--- src/hw/rtl/msc_pkg.sv ---
package msc_pkg;

    localparam int NUM_MOTORS_DEF = 9;
    localparam int TIME_BITS_DEF  = 32;
    localparam int QUEUE_DEPTH    = 2;
    localparam int CFG_IDX_W      = 2;

    localparam logic [CFG_IDX_W-1:0] CFG_PRESENT = 2'd0;
    localparam logic [CFG_IDX_W-1:0] CFG_REVERSE = 2'd1;

    localparam logic [3:0] CMD_SET     = 4'd0;
    localparam logic [3:0] CMD_SIGNED  = 4'd1;
    localparam logic [3:0] CMD_CHANGE  = 4'd2;
    localparam logic [3:0] CMD_STANDBY = 4'd3;
    localparam logic [3:0] CMD_BRAKE   = 4'd4;
    localparam logic [3:0] CMD_RDFAULT = 4'd5;
    localparam logic [3:0] CMD_CLFAULT = 4'd6;
    localparam logic [3:0] CMD_RAMP    = 4'd7;
    localparam logic [3:0] CMD_TICK    = 4'd8;

    localparam logic [1:0] DIR_REV = 2'd1;
    localparam logic [1:0] DIR_FWD = 2'd2;

    localparam logic [1:0] ST_OK     = 2'd0;
    localparam logic [1:0] ST_BADID  = 2'd1;
    localparam logic [1:0] ST_BADDIR = 2'd2;

    localparam logic [1:0] ACC_NONE  = 2'd0;
    localparam logic [1:0] ACC_WRITE = 2'd1;
    localparam logic [1:0] ACC_READ  = 2'd2;

    localparam logic [7:0] BASE_ADDR    = 8'hC0;
    localparam logic [7:0] CLEAR_BYTE   = 8'h80;
    localparam logic [7:0] MODE_STANDBY = 8'h00;
    localparam logic [7:0] MODE_BRAKE   = 8'h03;
    localparam logic [6:0] MAX_SPEED    = 7'd63;
    localparam logic [6:0] MIN_SPEED    = 7'd6;

    typedef struct packed {
        logic [3:0]         cmd;
        logic [3:0]         motor;
        logic [1:0]         direction;
        logic [7:0]         magnitude;
        logic signed [7:0]  signed_value;
        logic [31:0]        duration;
    } msc_in_t;

    typedef struct packed {
        logic [1:0] status;
        logic [1:0] access;
        logic [7:0] device_address;
        logic       sub_address;
        logic [7:0] write_byte;
        logic       last;
    } msc_out_t;

    typedef enum logic [2:0] {
        CL_EXEC,
        CL_TICK,
        CL_UNKNOWN,
        CL_BADID,
        CL_BADDIR
    } msc_class_t;

    typedef struct packed {
        msc_in_t    data;
        msc_class_t cls;
    } msc_q_t;

    typedef enum logic [1:0] {
        BK_IDLE,
        BK_SCAN,
        BK_DIV,
        BK_APPLY
    } msc_bk_state_t;

    typedef enum logic [1:0] {
        OP_SETDM,
        OP_SETSV,
        OP_CHG,
        OP_STBY
    } msc_op_t;

endpackage

--- src/hw/rtl/multi_motor_speed_command_unit.sv ---
// A plain command passes the input queue and the output register before
// its result appears. A tick skips idle motors, finishes ramps that end
// within it, and steps the others (multiply, then a bit-serial divide).
// Throughput: one plain command per cycle unless a tick or out_ready stall
// holds it; ticks are bounded by the divider. Reset: asynchronous active low;
// speeds, targets and ramps clear, all motors present, none reversed.
module multi_motor_speed_command_unit #(
    parameter int NUM_MOTORS = msc_pkg::NUM_MOTORS_DEF,
    parameter int TIME_BITS  = msc_pkg::TIME_BITS_DEF
) (
    input  logic                              clk,
    input  logic                              rst_n,
    input  logic                              in_valid,
    output logic                              in_ready,
    input  msc_pkg::msc_in_t                  in_data,
    output logic                              out_valid,
    input  logic                              out_ready,
    output msc_pkg::msc_out_t                 out_data,
    input  logic                              cfg_valid,
    output logic                              cfg_ready,
    input  logic [msc_pkg::CFG_IDX_W-1:0]     cfg_index,
    input  logic [NUM_MOTORS-1:0]             cfg_data
);
    import msc_pkg::*;

    logic [NUM_MOTORS-1:0] present_reg;
    logic [NUM_MOTORS-1:0] reverse_reg;
    logic                  head_valid;
    msc_q_t                head;
    logic                  pop;

    assign cfg_ready = 1'b1;

    always_ff @(posedge clk or negedge rst_n)
    begin
        if (!rst_n)
        begin
            present_reg <= '1;
            reverse_reg <= '0;
        end
        else if (cfg_valid)
        begin
            if (cfg_index == CFG_PRESENT)
            begin
                present_reg <= cfg_data;
            end
            else if (cfg_index == CFG_REVERSE)
            begin
                reverse_reg <= cfg_data;
            end
        end
    end

    msc_front #(
        .NUM_MOTORS(NUM_MOTORS)
    ) u_front (
        .clk          (clk),
        .rst_n        (rst_n),
        .in_valid     (in_valid),
        .in_ready     (in_ready),
        .in_data      (in_data),
        .present_mask (present_reg),
        .head_valid   (head_valid),
        .head         (head),
        .pop          (pop)
    );

    msc_back #(
        .NUM_MOTORS(NUM_MOTORS),
        .TIME_BITS (TIME_BITS)
    ) u_back (
        .clk          (clk),
        .rst_n        (rst_n),
        .head_valid   (head_valid),
        .head         (head),
        .pop          (pop),
        .present_mask (present_reg),
        .reverse_mask (reverse_reg),
        .out_valid    (out_valid),
        .out_ready    (out_ready),
        .out_data     (out_data)
    );

    a_cfg_present: assert property (@(posedge clk) disable iff (!rst_n)
        cfg_valid && cfg_index == CFG_PRESENT |=> present_reg == $past(cfg_data))
        else $error("present mask write lost");

    a_no_access_no_addr: assert property (@(posedge clk) disable iff (!rst_n)
        out_valid && out_data.access == ACC_NONE |-> out_data.device_address == 8'd0)
        else $error("address without access");

    a_err_no_access: assert property (@(posedge clk) disable iff (!rst_n)
        out_valid && out_data.status != ST_OK |-> out_data.access == ACC_NONE)
        else $error("access on error beat");

    a_pop_needs_head: assert property (@(posedge clk) disable iff (!rst_n)
        pop |-> head_valid)
        else $error("pop from empty queue");

endmodule

--- src/hw/rtl/msc_front.sv ---
module msc_front #(
    parameter int NUM_MOTORS = msc_pkg::NUM_MOTORS_DEF
) (
    input  logic                  clk,
    input  logic                  rst_n,
    input  logic                  in_valid,
    output logic                  in_ready,
    input  msc_pkg::msc_in_t      in_data,
    input  logic [NUM_MOTORS-1:0] present_mask,
    output logic                  head_valid,
    output msc_pkg::msc_q_t       head,
    input  logic                  pop
);
    import msc_pkg::*;

    localparam int MW  = (NUM_MOTORS > 1) ? $clog2(NUM_MOTORS) : 1;
    localparam int QPW = (QUEUE_DEPTH > 1) ? $clog2(QUEUE_DEPTH) : 1;
    localparam int QCW = $clog2(QUEUE_DEPTH + 1);

    msc_q_t           q_reg [QUEUE_DEPTH];
    logic [QPW-1:0]   wr_reg, wr_next, rd_reg, rd_next;
    logic [QCW-1:0]   cnt_reg, cnt_next;
    msc_class_t       cls;
    logic             push;
    logic             id_bad;

    always_comb
    begin
        id_bad = ({1'b0, in_data.motor} >= 5'(NUM_MOTORS));
        if (!id_bad)
        begin
            id_bad = !present_mask[in_data.motor[MW-1:0]];
        end
        if (in_data.cmd == CMD_TICK)
        begin
            cls = CL_TICK;
        end
        else if (in_data.cmd > CMD_TICK)
        begin
            cls = CL_UNKNOWN;
        end
        else if (id_bad)
        begin
            cls = CL_BADID;
        end
        else if ((in_data.cmd == CMD_SET || in_data.cmd == CMD_RAMP) &&
                 in_data.direction != DIR_FWD && in_data.direction != DIR_REV)
        begin
            cls = CL_BADDIR;
        end
        else
        begin
            cls = CL_EXEC;
        end
    end

    assign in_ready   = (cnt_reg != QCW'(QUEUE_DEPTH));
    assign push       = in_valid && in_ready;
    assign head_valid = (cnt_reg != '0);
    assign head       = q_reg[rd_reg];

    always_comb
    begin
        wr_next  = wr_reg;
        rd_next  = rd_reg;
        cnt_next = cnt_reg;
        if (push)
        begin
            wr_next = (wr_reg == QPW'(QUEUE_DEPTH - 1)) ? '0 : wr_reg + 1'b1;
        end
        if (pop)
        begin
            rd_next = (rd_reg == QPW'(QUEUE_DEPTH - 1)) ? '0 : rd_reg + 1'b1;
        end
        if (push && !pop)
        begin
            cnt_next = cnt_reg + 1'b1;
        end
        else if (pop && !push)
        begin
            cnt_next = cnt_reg - 1'b1;
        end
    end

    always_ff @(posedge clk or negedge rst_n)
    begin
        if (!rst_n)
        begin
            wr_reg  <= '0;
            rd_reg  <= '0;
            cnt_reg <= '0;
        end
        else
        begin
            wr_reg  <= wr_next;
            rd_reg  <= rd_next;
            cnt_reg <= cnt_next;
        end
    end

    always_ff @(posedge clk)
    begin
        if (push)
        begin
            q_reg[wr_reg] <= '{data: in_data, cls: cls};
        end
    end

endmodule

--- src/hw/rtl/msc_back.sv ---
module msc_back #(
    parameter int NUM_MOTORS = msc_pkg::NUM_MOTORS_DEF,
    parameter int TIME_BITS  = msc_pkg::TIME_BITS_DEF
) (
    input  logic                  clk,
    input  logic                  rst_n,
    input  logic                  head_valid,
    input  msc_pkg::msc_q_t       head,
    output logic                  pop,
    input  logic [NUM_MOTORS-1:0] present_mask,
    input  logic [NUM_MOTORS-1:0] reverse_mask,
    output logic                  out_valid,
    input  logic                  out_ready,
    output msc_pkg::msc_out_t     out_data
);
    import msc_pkg::*;

    localparam int MW   = (NUM_MOTORS > 1) ? $clog2(NUM_MOTORS) : 1;
    localparam int CW   = $clog2(NUM_MOTORS + 1);
    localparam int TB   = TIME_BITS;
    localparam int PW   = TIME_BITS + 8;
    localparam int DCW  = $clog2(PW);

    function automatic logic [5:0] clamp_mag(input logic [7:0] v);
        logic [5:0] r;
        if (v == 8'd0)
        begin
            r = 6'd0;
        end
        else if (v < 8'(MIN_SPEED))
        begin
            r = 6'(MIN_SPEED);
        end
        else if (v > 8'(MAX_SPEED))
        begin
            r = 6'(MAX_SPEED);
        end
        else
        begin
            r = v[5:0];
        end
        return r;
    endfunction

    logic signed [6:0] spd_reg [NUM_MOTORS];
    logic signed [6:0] tgt_reg [NUM_MOTORS];
    logic [TB-1:0]     rem_reg [NUM_MOTORS];

    msc_bk_state_t     state_reg, state_next;
    logic [CW-1:0]     idx_reg, idx_next;
    logic [TB-1:0]     t_reg, t_next;
    logic [PW-1:0]     dq_reg, dq_next;
    logic [TB-1:0]     r_reg, r_next;
    logic [DCW-1:0]    cnt_reg, cnt_next;
    logic              neg_reg, neg_next;
    logic              out_valid_reg;
    msc_out_t          out_data_reg;

    logic [MW-1:0]     sel_m;
    logic signed [6:0] cur_spd;
    logic [NUM_MOTORS-1:0] act;
    logic              later;
    logic              slot_free;

    msc_op_t           op_kind;
    logic [1:0]        op_dir;
    logic [7:0]        op_mag;
    logic signed [8:0] op_val;
    logic [7:0]        op_mode;
    logic signed [6:0] new_spd;
    logic [7:0]        op_byte;

    logic              emit;
    msc_out_t          res;
    logic              spd_we, tgt_we, rem_we;
    logic signed [6:0] tgt_wval;
    logic [TB-1:0]     rem_wval;
    logic signed [8:0] quot;
    logic [5:0]        ramp_c;

    assign sel_m     = (state_reg == BK_IDLE) ? head.data.motor[MW-1:0] : idx_reg[MW-1:0];
    assign cur_spd   = spd_reg[sel_m];
    assign slot_free = !out_valid_reg || out_ready;
    assign out_valid = out_valid_reg;
    assign out_data  = out_data_reg;
    assign quot      = neg_reg ? -$signed(dq_reg[8:0]) : $signed(dq_reg[8:0]);
    assign ramp_c    = clamp_mag(head.data.magnitude);
    assign tgt_wval  = (head.data.direction == DIR_FWD) ? $signed({1'b0, ramp_c})
                                                        : -$signed({1'b0, ramp_c});

    always_comb
    begin
        later = 1'b0;
        for (int j = 0; j < NUM_MOTORS; j++)
        begin
            act[j] = present_mask[j] && (rem_reg[j] != '0);
            if (CW'(j) > idx_reg)
            begin
                later = later | act[j];
            end
        end
    end

    always_comb
    begin
        op_kind = OP_STBY;
        op_dir  = head.data.direction;
        op_mag  = head.data.magnitude;
        op_val  = 9'(head.data.signed_value);
        op_mode = MODE_STANDBY;
        case (state_reg)
            BK_IDLE:
            begin
                case (head.data.cmd)
                    CMD_SET:    op_kind = OP_SETDM;
                    CMD_SIGNED: op_kind = OP_SETSV;
                    CMD_CHANGE: op_kind = OP_CHG;
                    CMD_BRAKE:  op_mode = MODE_BRAKE;
                    default:    op_mode = MODE_STANDBY;
                endcase
            end
            BK_SCAN:
            begin
                op_kind = OP_SETSV;
                op_val  = 9'(tgt_reg[sel_m]);
            end
            BK_APPLY:
            begin
                op_kind = OP_CHG;
                op_val  = quot;
            end
            default: op_kind = OP_STBY;
        endcase
    end

    always_comb
    begin
        logic signed [9:0] s;
        logic signed [8:0] nv;
        logic [1:0]        d;
        logic [7:0]        mg;
        logic [5:0]        c;
        logic [1:0]        eff;
        logic              setp;
        new_spd = cur_spd;
        op_byte = 8'd0;
        d       = op_dir;
        mg      = op_mag;
        setp    = 1'b0;
        s       = 10'(op_val);
        nv      = -op_val;
        case (op_kind)
            OP_SETDM: setp = 1'b1;
            OP_SETSV:
            begin
                setp = 1'b1;
                d    = (op_val > 9'sd0) ? DIR_FWD : DIR_REV;
                mg   = (op_val > 9'sd0) ? op_val[7:0] : nv[7:0];
            end
            OP_CHG:
            begin
                s = 10'(cur_spd) + 10'(op_val);
                if (s > 10'sd63)
                begin
                    s = 10'sd63;
                end
                if (s < -10'sd63)
                begin
                    s = -10'sd63;
                end
                if (s >= 10'sd6 || s <= -10'sd6)
                begin
                    setp = 1'b1;
                    d    = (s > 10'sd0) ? DIR_FWD : DIR_REV;
                    mg   = (s > 10'sd0) ? s[7:0] : 8'(-s);
                end
                else
                begin
                    new_spd = s[6:0];
                end
            end
            OP_STBY:
            begin
                if (cur_spd >= 7'sd6 || cur_spd <= -7'sd6)
                begin
                    new_spd = 7'sd0;
                end
                op_byte = op_mode;
            end
            default: op_byte = 8'd0;
        endcase
        c   = clamp_mag(mg);
        eff = d;
        if (reverse_mask[sel_m])
        begin
            eff = (d == DIR_FWD) ? DIR_REV : DIR_FWD;
        end
        if (setp)
        begin
            new_spd = (d == DIR_FWD) ? $signed({1'b0, c}) : -$signed({1'b0, c});
            op_byte = (c == 6'd0) ? 8'd0 : {c, eff};
        end
    end

    always_comb
    begin
        logic signed [7:0] diff;
        logic [6:0]        absd;
        logic [TB:0]       rw;
        logic              qb;
        state_next = state_reg;
        idx_next   = idx_reg;
        t_next     = t_reg;
        dq_next    = dq_reg;
        r_next     = r_reg;
        cnt_next   = cnt_reg;
        neg_next   = neg_reg;
        pop        = 1'b0;
        emit       = 1'b0;
        res        = '0;
        spd_we     = 1'b0;
        tgt_we     = 1'b0;
        rem_we     = 1'b0;
        rem_wval   = '0;
        diff       = 8'(tgt_reg[sel_m]) - 8'(spd_reg[sel_m]);
        absd       = diff[7] ? 7'(-diff) : diff[6:0];
        rw         = {r_reg, dq_reg[PW-1]};
        qb         = (rw >= {1'b0, rem_reg[sel_m]});
        case (state_reg)
            BK_IDLE:
            begin
                if (head_valid && head.cls == CL_TICK)
                begin
                    pop        = 1'b1;
                    t_next     = head.data.duration[TB-1:0];
                    idx_next   = '0;
                    state_next = BK_SCAN;
                end
                else if (head_valid && slot_free)
                begin
                    pop      = 1'b1;
                    emit     = 1'b1;
                    res.last = 1'b1;
                    case (head.cls)
                        CL_BADID:  res.status = ST_BADID;
                        CL_BADDIR: res.status = ST_BADDIR;
                        CL_EXEC:
                        begin
                            res.device_address = BASE_ADDR + 8'({sel_m, 1'b0});
                            res.access         = ACC_WRITE;
                            case (head.data.cmd)
                                CMD_RDFAULT:
                                begin
                                    res.access      = ACC_READ;
                                    res.sub_address = 1'b1;
                                end
                                CMD_CLFAULT:
                                begin
                                    res.sub_address = 1'b1;
                                    res.write_byte  = CLEAR_BYTE;
                                end
                                CMD_RAMP:
                                begin
                                    res.access         = ACC_NONE;
                                    res.device_address = 8'd0;
                                    tgt_we             = 1'b1;
                                    rem_we             = 1'b1;
                                    rem_wval           = head.data.duration[TB-1:0];
                                end
                                default:
                                begin
                                    res.write_byte = op_byte;
                                    spd_we         = 1'b1;
                                    rem_we         = 1'b1;
                                end
                            endcase
                        end
                        default: res.status = ST_OK;
                    endcase
                end
            end
            BK_SCAN:
            begin
                if (idx_reg == CW'(NUM_MOTORS))
                begin
                    state_next = BK_IDLE;
                end
                else if (!act[sel_m])
                begin
                    idx_next = idx_reg + 1'b1;
                end
                else if (rem_reg[sel_m] > t_reg)
                begin
                    dq_next    = absd * t_reg;
                    neg_next   = diff[7];
                    r_next     = '0;
                    cnt_next   = '0;
                    state_next = BK_DIV;
                end
                else if (slot_free)
                begin
                    spd_we   = 1'b1;
                    rem_we   = 1'b1;
                    emit     = 1'b1;
                    idx_next = idx_reg + 1'b1;
                end
            end
            BK_DIV:
            begin
                r_next   = qb ? TB'(rw - {1'b0, rem_reg[sel_m]}) : rw[TB-1:0];
                dq_next  = {dq_reg[PW-2:0], qb};
                cnt_next = cnt_reg + 1'b1;
                if (cnt_reg == DCW'(PW - 1))
                begin
                    state_next = BK_APPLY;
                end
            end
            BK_APPLY:
            begin
                if (slot_free)
                begin
                    spd_we     = 1'b1;
                    rem_we     = 1'b1;
                    rem_wval   = rem_reg[sel_m] - t_reg;
                    emit       = 1'b1;
                    idx_next   = idx_reg + 1'b1;
                    state_next = BK_SCAN;
                end
            end
            default: state_next = BK_IDLE;
        endcase
        if (state_reg == BK_SCAN || state_reg == BK_APPLY)
        begin
            res.access         = ACC_WRITE;
            res.device_address = BASE_ADDR + 8'({sel_m, 1'b0});
            res.write_byte     = op_byte;
            res.last           = !later;
        end
    end

    always_ff @(posedge clk or negedge rst_n)
    begin
        if (!rst_n)
        begin
            state_reg     <= BK_IDLE;
            idx_reg       <= '0;
            out_valid_reg <= 1'b0;
            for (int i = 0; i < NUM_MOTORS; i++)
            begin
                spd_reg[i] <= '0;
                tgt_reg[i] <= '0;
                rem_reg[i] <= '0;
            end
        end
        else
        begin
            state_reg <= state_next;
            idx_reg   <= idx_next;
            if (emit)
            begin
                out_valid_reg <= 1'b1;
            end
            else if (out_ready)
            begin
                out_valid_reg <= 1'b0;
            end
            if (spd_we)
            begin
                spd_reg[sel_m] <= new_spd;
            end
            if (tgt_we)
            begin
                tgt_reg[sel_m] <= tgt_wval;
            end
            if (rem_we)
            begin
                rem_reg[sel_m] <= rem_wval;
            end
        end
    end

    always_ff @(posedge clk)
    begin
        t_reg   <= t_next;
        dq_reg  <= dq_next;
        r_reg   <= r_next;
        cnt_reg <= cnt_next;
        neg_reg <= neg_next;
        if (emit)
        begin
            out_data_reg <= res;
        end
    end

endmodule
--- config.mk ---
export PLATFORM = sky130hd
export DESIGN_NAME = multi_motor_speed_command_unit
export DESIGN_NICKNAME = d
export VERILOG_FILES = /design/src/hw/rtl/msc_pkg.sv /design/src/hw/rtl/multi_motor_speed_command_unit.sv /design/src/hw/rtl/msc_front.sv /design/src/hw/rtl/msc_back.sv
export SDC_FILE = /design/constraint.sdc
export NUM_CORES = 2
export LEC_CHECK = 0
export ABC_AREA = 0
export BUFFER_PORTS_ARGS = -buffer_cell sky130_fd_sc_hd__buf_2
export CAP_MARGIN = 40
export CORE_AREA = 2 2 404 206
export DETAILED_ROUTE_END_ITERATION = 12
export DIE_AREA = 0 0 406 208
export PLACE_DENSITY_LB_ADDON = 0.12
export SLEW_MARGIN = 20
export SYNTH_ARGS = -nofsm -noshare
export SYNTH_HDL_FRONTEND = slang
export SYNTH_SLANG_ARGS = --single-unit
--- constraint.sdc ---
create_clock -name clk -period 21.9 [get_ports clk]
set_clock_uncertainty 0.1 [all_clocks]
set_input_delay 2.19 -clock clk [delete_from_list [all_inputs] [get_ports clk]]
set_output_delay 2.19 -clock clk [all_outputs]
set_load 0.005 [all_outputs]
After elaboration in Yosys (flattened, before gate mapping)
Memory sizes are Yosys's and may differ from the RTL's.
Cells that the tools add are included.
{"block": "op_classes", "addsub": 17, "n_mul": 1, "magnitude_cmp": 29, "n_eq_ne": 34, "n_mux": 150, "bitwise_logic": 14, "n_reduce_logical": 64}
{"op": "2-to-1 mux 32 bit", "n": 12}
{"op": "bitwise mux 288 bit", "n": 1}
{"op": "nonzero test 32 bit", "n": 9}
{"op": "binary-select mux 32 bit (select 4 bit)", "n": 1}
{"op": "demux 32 bit (select 4 bit)", "n": 1}
{"op": "case mux 32 bit (2 select lines)", "n": 2}
{"op": "bitwise mux 63 bit", "n": 2}
{"op": "2-to-1 mux 40 bit", "n": 3}
{"op": "case mux 40 bit (2 select lines)", "n": 1}
{"op": "2-to-1 mux 7 bit", "n": 11}
{"op": "2-to-1 mux 8 bit", "n": 9}
{"op": "subtractor 32 bit", "n": 2}
{"op": "2-to-1 mux 19 bit", "n": 3}
{"op": "binary-select mux 7 bit (select 4 bit)", "n": 2}
{"op": "2-to-1 mux 6 bit", "n": 9}
{"op": "2-to-1 mux 1 bit", "n": 42}
{"op": "2-to-1 mux 10 bit", "n": 4}
{"op": "multiplier 7 x 32 -> 39 bit", "n": 1}
{"op": ">= comparator 33 x 32 -> 1 bit", "n": 1}
{"op": "> comparator 32 bit", "n": 1}
{"op": "case mux 8 bit (2 select lines)", "n": 2}
{"op": "demux 7 bit (select 4 bit)", "n": 1}
{"op": "2-to-1 mux 2 bit", "n": 14}
{"op": "2-to-1 mux 4 bit", "n": 6}
{"op": "other kinds (79)", "n": 169}
{"block": "word_totals", "regBits": 576, "mem_bits_rw": 122, "input_bits": 74, "n_memories": 1}
{"memory": "u_front.q_reg", "depth": 2, "width": 61, "read_ports": 1, "rd_ports_with_merged_regs": 0, "write_ports": 1, "line": "msc_front.sv:20", "rtl": "msc_q_t q_reg [QUEUE_DEPTH];"}

Depth between registers and ports, before layout
{"block": "depth", "word_depth": 31, "depth_mapped": 46, "depth_no_buf": 40}

Hierarchy
Synthesis repeated with hierarchy kept, for this count alone.
{"block": "unflattened", "hier_cells": 3975, "hier_area_um2": 43634.3}
{"mod": "msc_back", "instances": 1, "cells_each": 3706, "area_each_um2": 38196.6, "seq_area_each_um2": 14438.8}
{"mod": "msc_front", "instances": 1, "cells_each": 228, "area_each_um2": 4718.3, "seq_area_each_um2": 3763.6}
{"mod": "multi_motor_speed_command_unit", "instances": 1, "cells_each": 41, "area_each_um2": 719.4, "seq_area_each_um2": 461.7}

Least setup slack after synthesis
No wires, ideal clock.
{"block": "synth_timing", "kind": "register -> register", "start": "register u_back.state_reg[0]", "end": "register u_back.dq_reg[37] (data pin)", "setup_ns": 0.260, "t_arrival_ns": 10.241, "path_slack_ns": 11.299, "path_stages_with_launch": 43, "path_buffers": 7, "cell_sequence": "dfrtp_1 -> inv_1 -> ha_1 -> buf_4 -> nor2_1 -> a21oi_4 -> buf_6 -> buf_4 -> nor4_1 -> clkbuf_1 -> clkbuf_1 -> buf_1 -> nand2_1 -> nand2_1 -> ha_1 -> a21o_1 -> a21oi_1 -> xnor2_1 -> [7 not listed] -> inv_1 -> fa_1 -> fa_1 -> fa_1 -> ha_1 -> o21a_1 -> o21ai_0 -> a21oi_1 -> o21ai_0 -> o211ai_1 -> a31o_2 -> a221o_1 -> a41oi_1 -> a21oi_1 -> a222oi_1 -> a21oi_1 -> xor2_1 -> mux2_2"}
{"block": "synth_via", "elab_chain_len": 14, "elab_cells_between_ends": 19, "cone_classes": "add/sub: 2; mul: 1; eq/ne: 2; mux: 12; bitwise: 1; reduce/logical: 1"}
{"element": "from (decl)", "line": "msc_back.sv:49", "rtl": "msc_bk_state_t state_reg, state_next;"}
{"element": "from (signal assigned)", "line": "msc_back.sv:357", "rtl": "state_reg <= state_next;"}
{"element": "logical NOT 2 bit", "line": "msc_back.sv:81", "rtl": "assign sel_m = (state_reg == BK_IDLE) ? head.data.motor[MW-1:0] : idx_reg[MW-1:0];"}
{"element": "2-to-1 mux 4 bit", "line": "msc_back.sv:81"}
{"element": "NOT 4 -> 5 bit (not written as such)", "line": "msc_back.sv:225", "rtl": "diff = 8'(tgt_reg[sel_m]) - 8'(spd_reg[sel_m]);"}
{"element": "binary-select mux 7 bit (select 4 bit)", "line": "msc_back.sv:225"}
{"element": "2-to-1 mux 7 bit (not written as such) (2 in a row)", "line": "msc_back.sv:225"}
{"element": "subtractor 7 x 7 -> 8 bit", "line": "msc_back.sv:225"}
{"element": "negator 7 bit", "line": "msc_back.sv:226", "rtl": "absd = diff[7] ? 7'(-diff) : diff[6:0];"}
{"element": "2-to-1 mux 7 bit", "line": "msc_back.sv:226"}
{"element": "multiplier 7 x 32 -> 39 bit", "line": "msc_back.sv:294", "rtl": "dq_next = absd * t_reg;"}
{"element": "2-to-1 mux 40 bit", "line": "msc_back.sv:292", "rtl": "else if (rem_reg[sel_m] > t_reg)"}
{"element": "2-to-1 mux 40 bit", "line": "msc_back.sv:288", "rtl": "else if (!act[sel_m])"}
{"element": "2-to-1 mux 40 bit", "line": "msc_back.sv:284", "rtl": "if (idx_reg == CW'(NUM_MOTORS))"}
{"element": "case mux 40 bit (2 select lines) *", "line": "msc_back.sv:229", "rtl": "case (state_reg)"}
{"element": "named net u_back.dq_next[37]", "line": "msc_back.sv:52", "rtl": "logic [PW-1:0] dq_reg, dq_next;"}
{"element": "to (signal assigned)", "line": "msc_back.sv:385", "rtl": "dq_reg <= dq_next;"}
{"element": "to (decl)", "line": "msc_back.sv:52"}
The timed path passes the listed nets; every way through them passes the cells marked *. The select of a mux whose other input is x is not followed.
A chain may end at the register's enable or synchronous reset.

Final worst setup path
{"block": "layout_timing", "start": "register u_back.state_reg[1]", "end": "register u_back.dq_reg[38] (data pin)"}
Same word-level chain as after synthesis.

==> impl_metrics.ini <==
[timing]
maxSlewHeadroom_pct = 35.7
tns_ns = 0
holdWs_ns = 0.374
period_share_pct = 57.2
worst_pin_slew_ns = 0.957
slew_violations = 0
min_period_ns = 12.53
setup_viol = 0
fmax_mhz = 79.8
rsz0062_at_grt = false
finalHoldViolations = 0

[critical_path]
critPathMaxFanout = 47
crit_slowest_cell = nor4_2
critPathRequiredTime_ns = 22.28
cp_slowest_stage_delay_ns = 0.69
critPathLaunchType = register
cp_data_arrival_time_ns = 12.90
crit_type = reg -> reg
cp-end-kind = register
rr_worst_depth = 37

[yosys]
synth_area_leaders = dfrtp_1 25%, edfxtp_1 17%, mux2_2 10%
synth_cell_types = 107
synth_area_leader_cell = dfrtp_1
synth-seq-cells = 695
ys_seq_area_share_pct = 42.3
synth.top_cells.by_count = 495 x nand2_1, 434 x dfrtp_1, 393 x mux2_2, 265 x inv_1, 252 x edfxtp_1
syn_inst = 3993
netlist.area_leader.share_pct = 24.6
synth_edf_count = 252
ys_warn_count = 0
avgSynthCellArea_sq_um = 11.0
syn-cell-area_sq_um = 44100
synth_most_common_cell = nand2_1
ys.flop_type = dfrtp_1
synthArstFlopShare_pct = 63.7

[floorplan]
die_y_um = 208
die_x_um = 406
coreArea_sq_um = 80800
ios = 99
num_rows = 74
start_util_pct = 54.6
dieArea_sq_um = 84400

[route]
drt-pass1-iter-count = 6
ant_nets = 0
drtIter0Drc = 4455
wl_um = 139000
dr_total_vias = 33094
routed_via_density = 6.30
drc_errors = 0
routedWlPerCell_um = 26.5

[global_route]
grt_pass1_vias = 31202
grt_overflow_total = 0
grt.total_usage_pct = 33.2
grt_start_max_net_pins = 148
grt_antenna_before_repair = 5
grt_pass1_wl_um = 208000

[cells_and_area]
layout-area-overhead-vs-synth_pct = 10.6
final-instance-count-excl-fill = 5254
largest_reg_flops = 288
drive_above_1_share_pct = 21.3
nNetsFinal = 4484

[cts]
hold_buffers = 0
clkTransAtPathRegs_ns = 0.07
clockBufferDepth = 3
numCtsBuffers = 68
cts-root-buf = clkbuf_16
cts_setup_buffers = 0
cts_tree = yes
clock_sinks = 695
htree_levels = 3
insertion_delay_ns = 0.68
cts_resized = 0

[min_path]
min_path_type = reg -> reg
hold_depth = 2

[placed_design]
gp_congestion = 1.03
port-buffer-count = 95
dp_hpwl_um = 107000
dp_cells = 5119

[run_status]
status = completed

[flow_run]
cap_violations = 0
## metrics by stage
| step | worst slack (ns) | cell area (sq um) | util, % |
|---|---|---|---|
| final | 9.37 | 48800 | 60.4 |
| after global routing | 8.61 | 48800 | 60.3 |
| after CTS | 9.46 | 48700 | 60.3 |
| after detailed placement | 9.51 | 46300 | 57.3 |
| after global placement | 9.78 | 45800 | 56.7 |
| after floorplan | 11.30 | 44100 | - |
## per-layer routing
layer  routed length, um  part of all wire, %  vias up  global-route usage [%]
li1                    -                    -    14571                       -
met1               70000                   50    16636                    57.0
met2               47300                   34     1759                    37.3
met3               20000                   14      128                    13.7
met4                1820                  1.3        0                    4.96
met5                   0                    0        -                       0
## kinds of logic after synthesis
family / count (synthesis) / share of synthesized area (%)
xor+xnor: 126 / 2.52
mux: 611 / 17.4
flops: 695 / 42.3
compound gates: 689 / 10.5
buf+inv: 440 / 3.90
other cells: 2 / 0.0170
simple gates: 1117 / 11.9
fa+ha+maj: 313 / 11.5
## placed cells by master, fill, tap and decap left out, types with 15 or more instances in the layout
cell	count
nand2_1	495
dfrtp_1	433
mux2_2	392
inv_1	265
edfxtp_1	252
nor2_1	200
o21ai_0	164
ha_1	159
fa_1	153
a21oi_1	145
mux2i_1	119
buf_2	101
buf_4	88
mux4_2	82
nor4_1	80
xnor2_1	76
clkbuf_16	72
a21o_1	62
nor3_1	51
xor2_1	44
a22oi_1	41
nand3_1	41
o21a_1	38
and2_1	38
nor2b_1	38
nand4_1	34
nand2b_1	31
and3_1	26
o21bai_1	21
a21boi_0	15
a31oi_1	15
## critical path: cells and delay by family (launching register included)
kind                     cells  cell delay [ns]
adder cells (fa/ha/maj)      8             3.66
AO/OA/AOI/OAI               13             3.81
multiplexers                 1             0.64
XOR/XNOR                     2             0.30
buffers and inverters        6             1.27
AND/OR/NAND/NOR              7             2.00
flip-flops                   1             0.47
## worst paths after layout
check	slack, ns	end	startpoint
worst max-delay path	9.37	u_back.dq_reg[38]	u_back.state_reg[1]
worst min-delay path	0.37	u_back.tgt_reg[51]	u_back.tgt_reg[51]
worst max register to register	9.37	u_back.dq_reg[38]	u_back.state_reg[1]
worst min register to register	0.37	u_back.tgt_reg[51]	u_back.tgt_reg[51]
max in group asynchronous	18.21	u_back.rem_reg[24]	rst_n
min in group asynchronous	1.44	u_back.spd_reg[27]	rst_n
## layout make-up
type | count | area, sq um
clock inverters | 27 | 372
clock buffers | 96 | 2010
multi-input cells | 2859 | 23900
inverters | 265 | 995
flip-flops and latches | 695 | 18700
repair buffers | 208 | 1460
well taps | 1102 | 1380
diodes | 2 | 5.00
fillers | 6691 | 32000
Power is left out: the tool's default activity adds up to more than one toggle a clock period on the data nets, which glitch-free logic cannot reach.
